`config.mk`:
```
export PLATFORM = sky130hd
export DESIGN_NAME = seasonal_pixel_recolor_unit
export DESIGN_NICKNAME = d
export VERILOG_FILES = /design/src/hdl/spr_pkg.sv /design/src/hdl/spr_cfg.sv /design/src/hdl/seasonal_pixel_recolor_unit.sv
export SDC_FILE = /design/constraint.sdc
export NUM_CORES = 2
export LEC_CHECK = 0
export BUFFER_PORTS_ARGS = -buffer_cell sky130_fd_sc_hd__buf_2
export CAP_MARGIN = 30
export CELL_PAD_IN_SITES_DETAIL_PLACEMENT = 2
export CELL_PAD_IN_SITES_GLOBAL_PLACEMENT = 2
export CORE_UTILIZATION = 36
export DETAILED_ROUTE_END_ITERATION = 6
export GPL_TIMING_DRIVEN = 0
export PLACE_DENSITY_LB_ADDON = 0.2
export SYNTH_ARGS = -nofsm -noshare
export SYNTH_HDL_FRONTEND = slang
export SYNTH_SLANG_ARGS = --single-unit
```
`constraint.sdc`:
```
create_clock -name clk -period 5.5 [get_ports clk]
set_input_delay 0.825 -clock clk [delete_from_list [all_inputs] [get_ports clk]]
set_output_delay 0.825 -clock clk [all_outputs]
set_load 0.1 [all_outputs]
```
`src/hdl/spr_pkg.sv`:
```
// Shared types, constants and register map for the seasonal pixel recolor unit.
package spr_pkg;

  localparam int CHANNEL_MAX = 255;
  localparam int CFG_W       = 40;
  localparam int CFG_IDX_W   = 3;

  localparam logic [CFG_IDX_W-1:0] REG_GREY_SETTINGS    = 3'd0;
  localparam logic [CFG_IDX_W-1:0] REG_SUM_BOUNDS       = 3'd1;
  localparam logic [CFG_IDX_W-1:0] REG_RATIO_FACTORS    = 3'd2;
  localparam logic [CFG_IDX_W-1:0] REG_DARK_OFFSETS     = 3'd3;
  localparam logic [CFG_IDX_W-1:0] REG_BRIGHT_OFFSETS   = 3'd4;
  localparam logic [CFG_IDX_W-1:0] REG_GREENISH_OFFSETS = 3'd5;
  localparam logic [CFG_IDX_W-1:0] REG_REST_OFFSETS     = 3'd6;
  localparam logic [CFG_IDX_W-1:0] REG_SPARE_WATER      = 3'd7;

  typedef enum logic [2:0] {
    CLS_WATER    = 3'd0,
    CLS_GREY     = 3'd1,
    CLS_DARK     = 3'd2,
    CLS_BRIGHT   = 3'd3,
    CLS_GREENISH = 3'd4,
    CLS_REST     = 3'd5
  } cls_t;

  typedef struct packed {
    logic signed [8:0] red;
    logic signed [8:0] green;
    logic signed [8:0] blue;
  } offs_t;

  typedef struct packed {
    logic       grey_en;
    logic [9:0] grey_tol;
    logic [9:0] grey_smin;
    logic [7:0] scatter_fac;
    logic [9:0] dark_lo;
    logic [9:0] dark_hi;
    logic [9:0] bright_lo;
    logic [9:0] bright_hi;
    logic [7:0] weight_blue;
    logic [7:0] weight_green;
    offs_t      dark_offs;
    offs_t      bright_offs;
    offs_t      greenish_offs;
    offs_t      rest_offs;
    logic       spare_water;
  } spr_cfg_t;

endpackage

```
`src/hdl/spr_cfg.sv`:
```
// Configuration register file with decoded field view.
module spr_cfg (
  input  logic                               clk,
  input  logic                               rst,
  input  logic                               cfg_write,
  input  logic [spr_pkg::CFG_IDX_W-1:0]      cfg_index,
  input  logic [spr_pkg::CFG_W-1:0]          cfg_data,
  output spr_pkg::spr_cfg_t                  cfg
);
  import spr_pkg::*;

  logic [28:0] grey_settings;
  logic [39:0] sum_bounds;
  logic [15:0] ratio_factors;
  logic [26:0] dark_offsets;
  logic [26:0] bright_offsets;
  logic [26:0] greenish_offsets;
  logic [26:0] rest_offsets;
  logic        spare_water;

  always_ff @(posedge clk) begin
    if (rst) begin
      grey_settings    <= '0;
      sum_bounds       <= '0;
      ratio_factors    <= '0;
      dark_offsets     <= '0;
      bright_offsets   <= '0;
      greenish_offsets <= '0;
      rest_offsets     <= '0;
      spare_water      <= 1'b0;
    end else if (cfg_write) begin
      case (cfg_index)
        REG_GREY_SETTINGS:    grey_settings    <= cfg_data[28:0];
        REG_SUM_BOUNDS:       sum_bounds       <= cfg_data[39:0];
        REG_RATIO_FACTORS:    ratio_factors    <= cfg_data[15:0];
        REG_DARK_OFFSETS:     dark_offsets     <= cfg_data[26:0];
        REG_BRIGHT_OFFSETS:   bright_offsets   <= cfg_data[26:0];
        REG_GREENISH_OFFSETS: greenish_offsets <= cfg_data[26:0];
        REG_REST_OFFSETS:     rest_offsets     <= cfg_data[26:0];
        REG_SPARE_WATER:      spare_water      <= cfg_data[0];
        default: ;
      endcase
    end
  end

  function automatic offs_t unpack_offs(input logic [26:0] v);
    offs_t o;
    o.red   = v[8:0];
    o.green = v[17:9];
    o.blue  = v[26:18];
    return o;
  endfunction

  always_comb begin
    cfg.grey_en       = grey_settings[0];
    cfg.grey_tol      = grey_settings[10:1];
    cfg.grey_smin     = grey_settings[20:11];
    cfg.scatter_fac   = grey_settings[28:21];
    cfg.dark_lo       = sum_bounds[9:0];
    cfg.dark_hi       = sum_bounds[19:10];
    cfg.bright_lo     = sum_bounds[29:20];
    cfg.bright_hi     = sum_bounds[39:30];
    cfg.weight_blue   = ratio_factors[7:0];
    cfg.weight_green  = ratio_factors[15:8];
    cfg.dark_offs     = unpack_offs(dark_offsets);
    cfg.bright_offs   = unpack_offs(bright_offsets);
    cfg.greenish_offs = unpack_offs(greenish_offsets);
    cfg.rest_offs     = unpack_offs(rest_offsets);
    cfg.spare_water   = spare_water;
  end

endmodule

```
`src/hdl/seasonal_pixel_recolor_unit.sv`:
```
// Top level: three-stage recolor pipeline (measure, classify, clamp).
// Output path: a pixel passes the stage 1, stage 2 and stage 3 registers in turn;
// out_valid is the stage 3 valid bit.
// Throughput: one pixel per clock; each stage holds its pixel while the next is full.
// Stage 1 sums, checks grey tolerance and multiplies; stage 2 classifies and adds;
// stage 3 clamps into the output register.
// Reset clears all stage valid bits and sets every config register to zero.
module seasonal_pixel_recolor_unit (
  input  logic                           clk,
  input  logic                           rst,
  input  logic                           cfg_write,
  input  logic [spr_pkg::CFG_IDX_W-1:0]  cfg_index,
  input  logic [spr_pkg::CFG_W-1:0]      cfg_data,
  input  logic                           in_valid,
  output logic                           in_ready,
  input  logic [7:0]                     in_red,
  input  logic [7:0]                     in_green,
  input  logic [7:0]                     in_blue,
  input  logic                           is_water,
  input  logic [15:0]                    rand_red,
  input  logic [15:0]                    rand_green,
  input  logic [15:0]                    rand_blue,
  output logic                           out_valid,
  input  logic                           out_ready,
  output logic [7:0]                     out_red,
  output logic [7:0]                     out_green,
  output logic [7:0]                     out_blue,
  output logic [2:0]                     pixel_class
);
  import spr_pkg::*;

  localparam logic signed [10:0] CH_MAX_S = 11'(CHANNEL_MAX);

  spr_cfg_t cfg;

  spr_cfg u_cfg (
    .clk       (clk),
    .rst       (rst),
    .cfg_write (cfg_write),
    .cfg_index (cfg_index),
    .cfg_data  (cfg_data),
    .cfg       (cfg)
  );

  function automatic logic [7:0] absdiff(input logic [7:0] a, input logic [7:0] b);
    return (a > b) ? (a - b) : (b - a);
  endfunction

  function automatic logic signed [10:0] add_offs(input logic [7:0] ch,
                                                  input logic signed [8:0] o);
    return $signed({3'b000, ch}) + $signed({{2{o[8]}}, o});
  endfunction

  function automatic logic [7:0] clamp_ch(input logic signed [10:0] v);
    if (v < 0) return 8'd0;
    if (v > CH_MAX_S) return 8'(CHANNEL_MAX);
    return v[7:0];
  endfunction

  // stage handshake
  logic v1, v2, v3;
  logic rdy1, rdy2, rdy3;

  assign rdy3     = !v3 || out_ready;
  assign rdy2     = !v2 || rdy3;
  assign rdy1     = !v1 || rdy2;
  assign in_ready = rdy1;

  always_ff @(posedge clk) begin
    if (rst) begin
      v1 <= 1'b0;
      v2 <= 1'b0;
      v3 <= 1'b0;
    end else begin
      if (rdy1) v1 <= in_valid;
      if (rdy2) v2 <= v1;
      if (rdy3) v3 <= v2;
    end
  end

  // stage 1: sum, tolerance, max, products
  logic [7:0]  s1_red, s1_green, s1_blue, s1_max;
  logic [7:0]  s1_sc_red, s1_sc_green, s1_sc_blue;
  logic [9:0]  s1_sum;
  logic        s1_spared, s1_tol_ok;
  logic [15:0] s1_wbb, s1_wgg;

  logic [23:0] prod_red, prod_green, prod_blue;
  logic [7:0]  max_rg;

  assign prod_red   = 24'(rand_red)   * 24'(cfg.scatter_fac);
  assign prod_green = 24'(rand_green) * 24'(cfg.scatter_fac);
  assign prod_blue  = 24'(rand_blue)  * 24'(cfg.scatter_fac);
  assign max_rg     = (in_green > in_red) ? in_green : in_red;

  always_ff @(posedge clk) begin
    if (rdy1) begin
      s1_red      <= in_red;
      s1_green    <= in_green;
      s1_blue     <= in_blue;
      s1_spared   <= cfg.spare_water && is_water;
      s1_sum      <= 10'(in_red) + 10'(in_green) + 10'(in_blue);
      s1_tol_ok   <= ({2'b00, absdiff(in_red, in_blue)}   < cfg.grey_tol) &&
                     ({2'b00, absdiff(in_red, in_green)}  < cfg.grey_tol) &&
                     ({2'b00, absdiff(in_green, in_blue)} < cfg.grey_tol);
      s1_max      <= (in_blue > max_rg) ? in_blue : max_rg;
      s1_sc_red   <= prod_red[23:16];
      s1_sc_green <= prod_green[23:16];
      s1_sc_blue  <= prod_blue[23:16];
      s1_wbb      <= 16'(cfg.weight_blue)  * 16'(in_blue);
      s1_wgg      <= 16'(cfg.weight_green) * 16'(in_green);
    end
  end

  // stage 2: classify and apply
  cls_t               cls_next;
  offs_t              offs_sel;
  logic signed [10:0] red_next, green_next, blue_next;
  logic               grey_hit;

  cls_t               s2_cls;
  logic signed [10:0] s2_red, s2_green, s2_blue;

  assign grey_hit = cfg.grey_en && s1_tol_ok && (s1_sum > cfg.grey_smin);

  always_comb begin
    if (s1_spared) begin
      cls_next = CLS_WATER;
    end else if (grey_hit) begin
      cls_next = CLS_GREY;
    end else if ((s1_sum < cfg.dark_hi) && (s1_sum > cfg.dark_lo)) begin
      cls_next = CLS_DARK;
    end else if ((s1_sum >= cfg.bright_lo) && (s1_sum < cfg.bright_hi)) begin
      cls_next = CLS_BRIGHT;
    end else if (s1_wbb < s1_wgg) begin
      cls_next = CLS_GREENISH;
    end else begin
      cls_next = CLS_REST;
    end

    case (cls_next)
      CLS_DARK:     offs_sel = cfg.dark_offs;
      CLS_BRIGHT:   offs_sel = cfg.bright_offs;
      CLS_GREENISH: offs_sel = cfg.greenish_offs;
      default:      offs_sel = cfg.rest_offs;
    endcase

    case (cls_next)
      CLS_WATER: begin
        red_next   = $signed({3'b000, s1_red});
        green_next = $signed({3'b000, s1_green});
        blue_next  = $signed({3'b000, s1_blue});
      end
      CLS_GREY: begin
        red_next   = $signed(11'(s1_max) + 11'(s1_sc_red));
        green_next = $signed(11'(s1_max) + 11'(s1_sc_green));
        blue_next  = $signed(11'(s1_max) + 11'(s1_sc_blue));
      end
      default: begin
        red_next   = add_offs(s1_red,   offs_sel.red);
        green_next = add_offs(s1_green, offs_sel.green);
        blue_next  = add_offs(s1_blue,  offs_sel.blue);
      end
    endcase
  end

  always_ff @(posedge clk) begin
    if (rdy2) begin
      s2_cls   <= cls_next;
      s2_red   <= red_next;
      s2_green <= green_next;
      s2_blue  <= blue_next;
    end
  end

  // stage 3: clamp into output register
  cls_t s3_cls;

  always_ff @(posedge clk) begin
    if (rdy3) begin
      s3_cls    <= s2_cls;
      out_red   <= clamp_ch(s2_red);
      out_green <= clamp_ch(s2_green);
      out_blue  <= clamp_ch(s2_blue);
    end
  end

  assign out_valid   = v3;
  assign pixel_class = s3_cls;

  a_backpressure: assert property (@(posedge clk) disable iff (rst)
    !in_ready |-> (v1 && v2 && v3 && !out_ready))
    else $error("in_ready low with a free pipeline slot");

  a_stage2_hold: assert property (@(posedge clk) disable iff (rst)
    (v2 && !rdy3) |=> (v2 && $stable(s2_cls) && $stable(s2_red) &&
                       $stable(s2_green) && $stable(s2_blue)))
    else $error("stage 2 transaction lost or changed during stall");

  a_stage1_hold: assert property (@(posedge clk) disable iff (rst)
    (v1 && !rdy2) |=> (v1 && $stable(s1_sum) && $stable(s1_red)))
    else $error("stage 1 transaction lost or changed during stall");

  a_water_needs_spare: assert property (@(posedge clk) disable iff (rst)
    (v2 && s2_cls == CLS_WATER) |-> cfg.spare_water)
    else $error("water class without sparing enabled");

  a_grey_needs_enable: assert property (@(posedge clk) disable iff (rst)
    (v2 && s2_cls == CLS_GREY) |-> cfg.grey_en)
    else $error("grey class with grey branch disabled");

endmodule
```
Yosys cells after proc, flatten, opt, wreduce, memory -nomap -nowiden

Cells that the tools add are included.

Word-level logic and storage cells: 145
Memories kept: 0
Bits in writable memories: 0
Bits of input ports: 121
Memory bits (read-only): 0
Flip-flop bits (word level): 360
Output and inout bits: 29
Bits in latches: 0

Multiply operators: 5
Divide/modulo/power cells: 0
Equal/unequal tests: 11
Order comparisons: 20
Bitwise operators: 0
Reductions and logical operators: 23
Shifts and indexed selects: 0
Muxes and demuxes: 41
Add/subtract/negate cells: 14

Operators with widths:

| operator              | number |
|---|---|
| $mux W8               | 17 |
| $pmux W27 S3          | 1 |
| $mul A16 B8 Y24       | 3 |
| $pmux W11 S2          | 3 |
| $sub A8 B8 Y8         | 6 |
| $gt A8 B8 Y1          | 5 |
| $add A8 B8 Y9         | 4 |
| $gt A11 B9 Y1 const B | 3 |
| $lt A11 B1 Y1 const B | 3 |
| $mul A8 B8 Y16        | 2 |
| $add A9 B9 Y10        | 3 |
| $lt A8 B10 Y1         | 3 |
| $gt A10 B10 Y1        | 2 |
| $lt A10 B10 Y1        | 2 |
| $lt A16 B16 Y1        | 1 |
| $mux W1               | 16 |
| $reduce_and A2 Y1     | 8 |
| $eq A3 B3 Y1 const B  | 5 |
| $eq A3 B2 Y1 const B  | 4 |
| $mux W3               | 4 |
| $add A9 B8 Y10        | 1 |
| $ge A10 B10 Y1        | 1 |
| $logic_and A1 B1 Y1   | 7 |
| $eq A3 B1 Y1 const B  | 2 |
| other kinds (3)       | 8 |

Logic depth before layout (Yosys ltp)

Depth in word-level cells: 10
Mapped depth: 22
Mapped depth without buffers: 21

Modules after synthesis

Synthesis repeated with hierarchy kept, for this count alone.

Cells, all modules: 3,588
Area total of the unflattened synthesis: 34,675.8 sq um

Modules (own cells, without submodules):

| module                      | sequential area each (sq um) | area an instance (sq um) | cells an instance | times used |
|---|---|---|---|---|
| seasonal_pixel_recolor_unit | 4,864.7                      | 27,012.2                 | 2,903             | 1 |
| spr_cfg                     | 3,883.7                      | 7,663.6                  | 685               | 1 |

Least setup slack after synthesis

OpenSTA, ideal clock, no wires.

Path type: in2reg
From: input port rand_blue[0]
To: register s1_sc_blue[7], data pin
Setup slack: 0.195 ns
Arrival time: 5.045 ns
Path buffers: 0
Stages on the path: 16
Required time: 5.240 ns
Setup time: 0.260 ns
Path through: nand2_1 fa_1 fa_1 inv_1 fa_1 fa_1 ha_1 a2111oi_0 o31ai_1 a221o_1 a41oi_1 a21boi_1 o21a_1 o21a_1 a31oi_1 xnor2_1

Word-level cells in the longest chain between the ends: 1

RTL lines:

| what                    | RTL line                           | text |
|---|---|---|
| from (decl)             | seasonal_pixel_recolor_unit.sv:22  | `input logic [15:0] rand_blue,` |
| $mul A16 B8 Y24         | seasonal_pixel_recolor_unit.sv:93  | `assign prod_blue = 24'(rand_blue) * 24'(cfg.scatter_fac);` |
| named net prod_blue[23] | seasonal_pixel_recolor_unit.sv:88  | `logic [23:0] prod_red, prod_green, prod_blue;` |
| to (signal assigned)    | seasonal_pixel_recolor_unit.sv:109 | `s1_sc_blue <= prod_blue[23:16];` |
| to (decl)               | seasonal_pixel_recolor_unit.sv:83  | `logic [7:0] s1_sc_red, s1_sc_green, s1_sc_blue;` |

The timed path passes the listed nets, and every way through them passes these cells.
A chain may end at the register's enable or synchronous reset.

Worst setup path in the final report

From: register u_cfg.grey_settings[24]
To: register s1_sc_red[7], data pin

Word-level cells in the longest chain between the ends: 1

RTL lines:

| what                   | RTL line                           | text |
|---|---|---|
| from (decl)            | spr_cfg.sv:12                      | `logic [28:0] grey_settings;` |
| from (signal assigned) | spr_cfg.sv:33                      | `REG_GREY_SETTINGS: grey_settings <= cfg_data[28:0];` |
| $mul A16 B8 Y24        | seasonal_pixel_recolor_unit.sv:91  | `assign prod_red = 24'(rand_red) * 24'(cfg.scatter_fac);` |
| named net prod_red[23] | seasonal_pixel_recolor_unit.sv:88  |  |
| to (signal assigned)   | seasonal_pixel_recolor_unit.sv:107 | `s1_sc_red <= prod_red[23:16];` |
| to (decl)              | seasonal_pixel_recolor_unit.sv:83  |  |

The timed path passes the listed nets, and every way through them passes these cells.

==> results.py <==
metrics = {
    "detailed_routing": {
        "drtIter0Drc": 1356,
        "via_per_inst": 5.22,
        "routed_wirelength_mm": 118,
        "wire_per_inst_microns": 22.5,
        "vias": 27400,
        "drc": 0,
        "dr.pass1.iters": 6,
        "antenna_left": 0,
    },
    "layout": {
        "final_common_cell": "nand2_1",
        "post-route-util_pct": 41.4,
        "fin_area_sq_mm": 0.0381,
        "drive_gt1_share_pct": 9.00,
        "nets": 4817,
        "syn_to_final_growth_pct": 13.7,
        "final_cell_mix": "713 x nand2_1, 472 x inv_1, 387 x ha_1",
    },
    "placement": {
        "placed_area_sq_mm": 0.0359,
        "pre_cts_ws_ns": -1.33,
        "gp_congestion": 0.860,
        "io_buffers": 141,
        "dp_hpwl_mm": 94.0,
    },
    "clock_network": {
        "cts_buffer_depth": 3,
        "path_clk_slew_ns": 0.06,
        "cts-root-buf": "clkbuf_16",
        "cts_tree": "built",
        "cts_sinks": 357,
        "clock_latency_ns": 0.62,
        "h-tree-depth": 2,
        "cts_buffers": 44,
        "cts_hold_buf": 0,
    },
    "power_and_ir_drop": {
        "combPwrFrac_pct": 42.1,
        "internal-power_w": 0.00673,
        "ir_drop_mv": 0.261,
        "power_leakage_nw": 17.1,
        "seqPwrFrac_pct": 30.2,
        "swShare_pct": 41.6,
        "p_total_w": 0.0115,
        "powerDensity_mw_per_mm2": 302,
        "pwr-share-clk_pct": 27.6,
        "p_switching_w": 0.00479,
    },
    "synthesis": {
        "yosysUniqueCellTypes": 71,
        "synth_edf_count": 160,
        "async_reset_ff_share_pct": 0,
        "yosysWarnings": 0,
        "avgSynthCellArea_sq_um": 8.93,
        "ys_seq_area_share_pct": 26.1,
        "synth_compound_gate_area_share_pct": 11.2,
        "synth_ff_type": "dfxtp_1",
        "synthAdderAreaFrac_pct": 34.9,
        "syn_nets": 4604,
        "muxShareOfSynthArea_pct": 0.904,
        "ys_seq_elements": 357,
        "syn_inst": 3753,
        "synth_xor_area_share_pct": 2.56,
        "syn_area_sq_mm": 0.0335,
        "synth-simple-area-share_pct": 17.3,
        "synth_top_family_by_area": "adder cells",
    },
    "critical_path": {
        "cpPeakStageDelay_ns": 0.52,
        "cp_max_fo": 10,
        "critPathTopFamily": "adder cells",
        "crit_buf_inv": 3,
        "criticalPathCategory": "reg2reg",
        "cp_slowest_cell": "fa_1",
        "path_cells": "clkbuf_2 > and2_1 > fa_1 > inv_1 > fa_1 > fa_1 > fa_1 > inv_1 > ha_1 > a21o_1 > a21o_1 > a21o_1 > nand4b_1 > o22a_2 > a21oi_4 > nand4b_1 > and3b_1 > xnor2_1",
        "cpMostUsedCell": "fa_1",
        "startpoint_type": "register",
        "endpoint_kind": "register",
        "cp_data_arrival_time_ns": 5.63,
        "required_ns": 5.81,
    },
    "flow_run": {
        "cap_viol_max_count": 0,
    },
    "run_status": {
        "outcome": "complete, no violations",
    },
    "hold_path": {
        "hp-class": "reg2reg",
    },
    "floorplanning": {
        "start_util_pct": 36.4,
        "coreArea_sq_mm": 0.0919,
        "die_w_microns": 307,
        "dieHeight_microns": 307,
        "dieArea_sq_mm": 0.0943,
        "io_pins": 150,
        "num_rows": 111,
    },
    "global_route": {
        "grt_pass1_wl_mm": 182,
        "grt_max_degree": 57,
        "grt_usage_pct": 25.4,
        "grt_pass1_vias": 30800,
        "grt-ovfl-total": 0,
        "antenna_found_initial": 5,
    },
    "timing": {
        "finalSetupViolCount": 0,
        "period_minus_slack_ns": 5.32,
        "skew_ns": 0.0530,
        "max_clock_freq_ghz": 0.188,
        "max_slew.worst_pin.slew_ns": 1.07,
        "slew_viol_final": 0,
        "timing.final.crit_share_pct": 96.7,
        "hold_viol": 0,
        "setup_slack_ns": 0.180,
        "relSlewSlack_pct": 28.6,
    },
}
logic make-up (layout without fill, tap and decap cells):
logic type      count (synthesis)  in the layout
buf+inv                       626            875
fa+ha+maj                     730            730
compound gates                624            624
flops                         357            357
mux                            29             29
other cells                     0              3
xor+xnor                       98             98
simple gates                 1289           1289
power by group through the flow:
stage	logic [W]	registers, W	clock network [W]
6_report	0.00486	0.00348	0.00319
5_1_grt	0.00526	0.00351	0.00334
4_1_cts	0.00478	0.00348	0.00325
3_5_place_dp	0.00452	0.00360	0
3_3_place_gp	0.00438	0.00358	0
2_1_floorplan	0.00238	0.00419	0
final cells by class:
class | count | area [sq um]
plain buffers | 147 | 777
well taps | 1243 | 1560
multi-input cells | 2770 | 22700
diodes | 3 | 7.51
flip-flops and latches | 357 | 8760
clock buffers | 55 | 1180
fillers | 10100 | 53800
repair buffers | 173 | 993
inverters | 473 | 1780
clock inverters | 27 | 375
path summary, 6_finish.rpt:
check                                        startpoint             end  cells after the start  slack (ns)
worst min-delay path                          s2_cls[2]  pixel_class[2]                      0        0.42
worst max register to register  u_cfg.grey_settings[24]    s1_sc_red[7]                     18        0.18
worst max-delay path            u_cfg.grey_settings[24]    s1_sc_red[7]                     18        0.18
worst min register to register                s2_cls[2]  pixel_class[2]                      0        0.42
registers in the layout (all words and copies together), names as in the netlist, 10 cells and up:
register / count
u_cfg.sum_bounds: 40
u_cfg.grey_settings: 29
u_cfg.bright_offsets: 27
u_cfg.dark_offsets: 27
u_cfg.greenish_offsets: 27
u_cfg.rest_offsets: 27
s1_wbb: 16
s1_wgg: 16
u_cfg.ratio_factors: 16
s1_sum: 10
s2_blue: 10
s2_green: 10
s2_red: 10
stage by stage:
step | instances | setup TNS, ns | hold WS [ns]
final | 5248 | 0 | 0.424
after global routing | 5246 | -0.0222 | 0.449
after CTS | 5237 | 0 | 0.426
after detailed placement | 5141 | -32.36 | 0.412
after global placement | 5137 | -29.10 | 0.408
after floorplan | 3753 | 0 | 0.400
worst register-to-register path: cells and delay by family (launching register included):
family,cells,cell delay [ns]
flops,1,0.39
buf+inv,3,0.40
xor+xnor,1,0.09
simple gates,4,0.75
compound gates,5,1.07
fa+ha+maj,5,2.33
Yosys cell counts, types with 34 or more instances:
cell | instances | area (sq um)
xnor2_1 | 64 | 561
inv_1 | 473 | 1780
and2_1 | 245 | 1530
nand2_1 | 714 | 2680
fa_1 | 342 | 6850
a21oi_1 | 353 | 1770
xor2_1 | 34 | 298
clkbuf_1 | 144 | 541
edfxtp_1 | 160 | 4800
o21ai_0 | 65 | 325
dfxtp_1 | 197 | 3940
nor2_1 | 183 | 687
ha_1 | 388 | 4850
a21o_1 | 49 | 368
metal layers:
layer	track usage [%]	vias to the layer above	wire length, microns
met3	2.60	127	3890
met1	34.2	14200	54200
met4	6.27	0	2630
li1	-	12600	-
met5	0	-	0
met2	43.5	424	57500
what timing repair did:
item                                    CTS  global route
endpoints found under the setup margin   45            25
setup buffers                            17            11
pin swaps                                11            22
gates resized for setup                 106            61
Power figures use the tool's default switching activity.
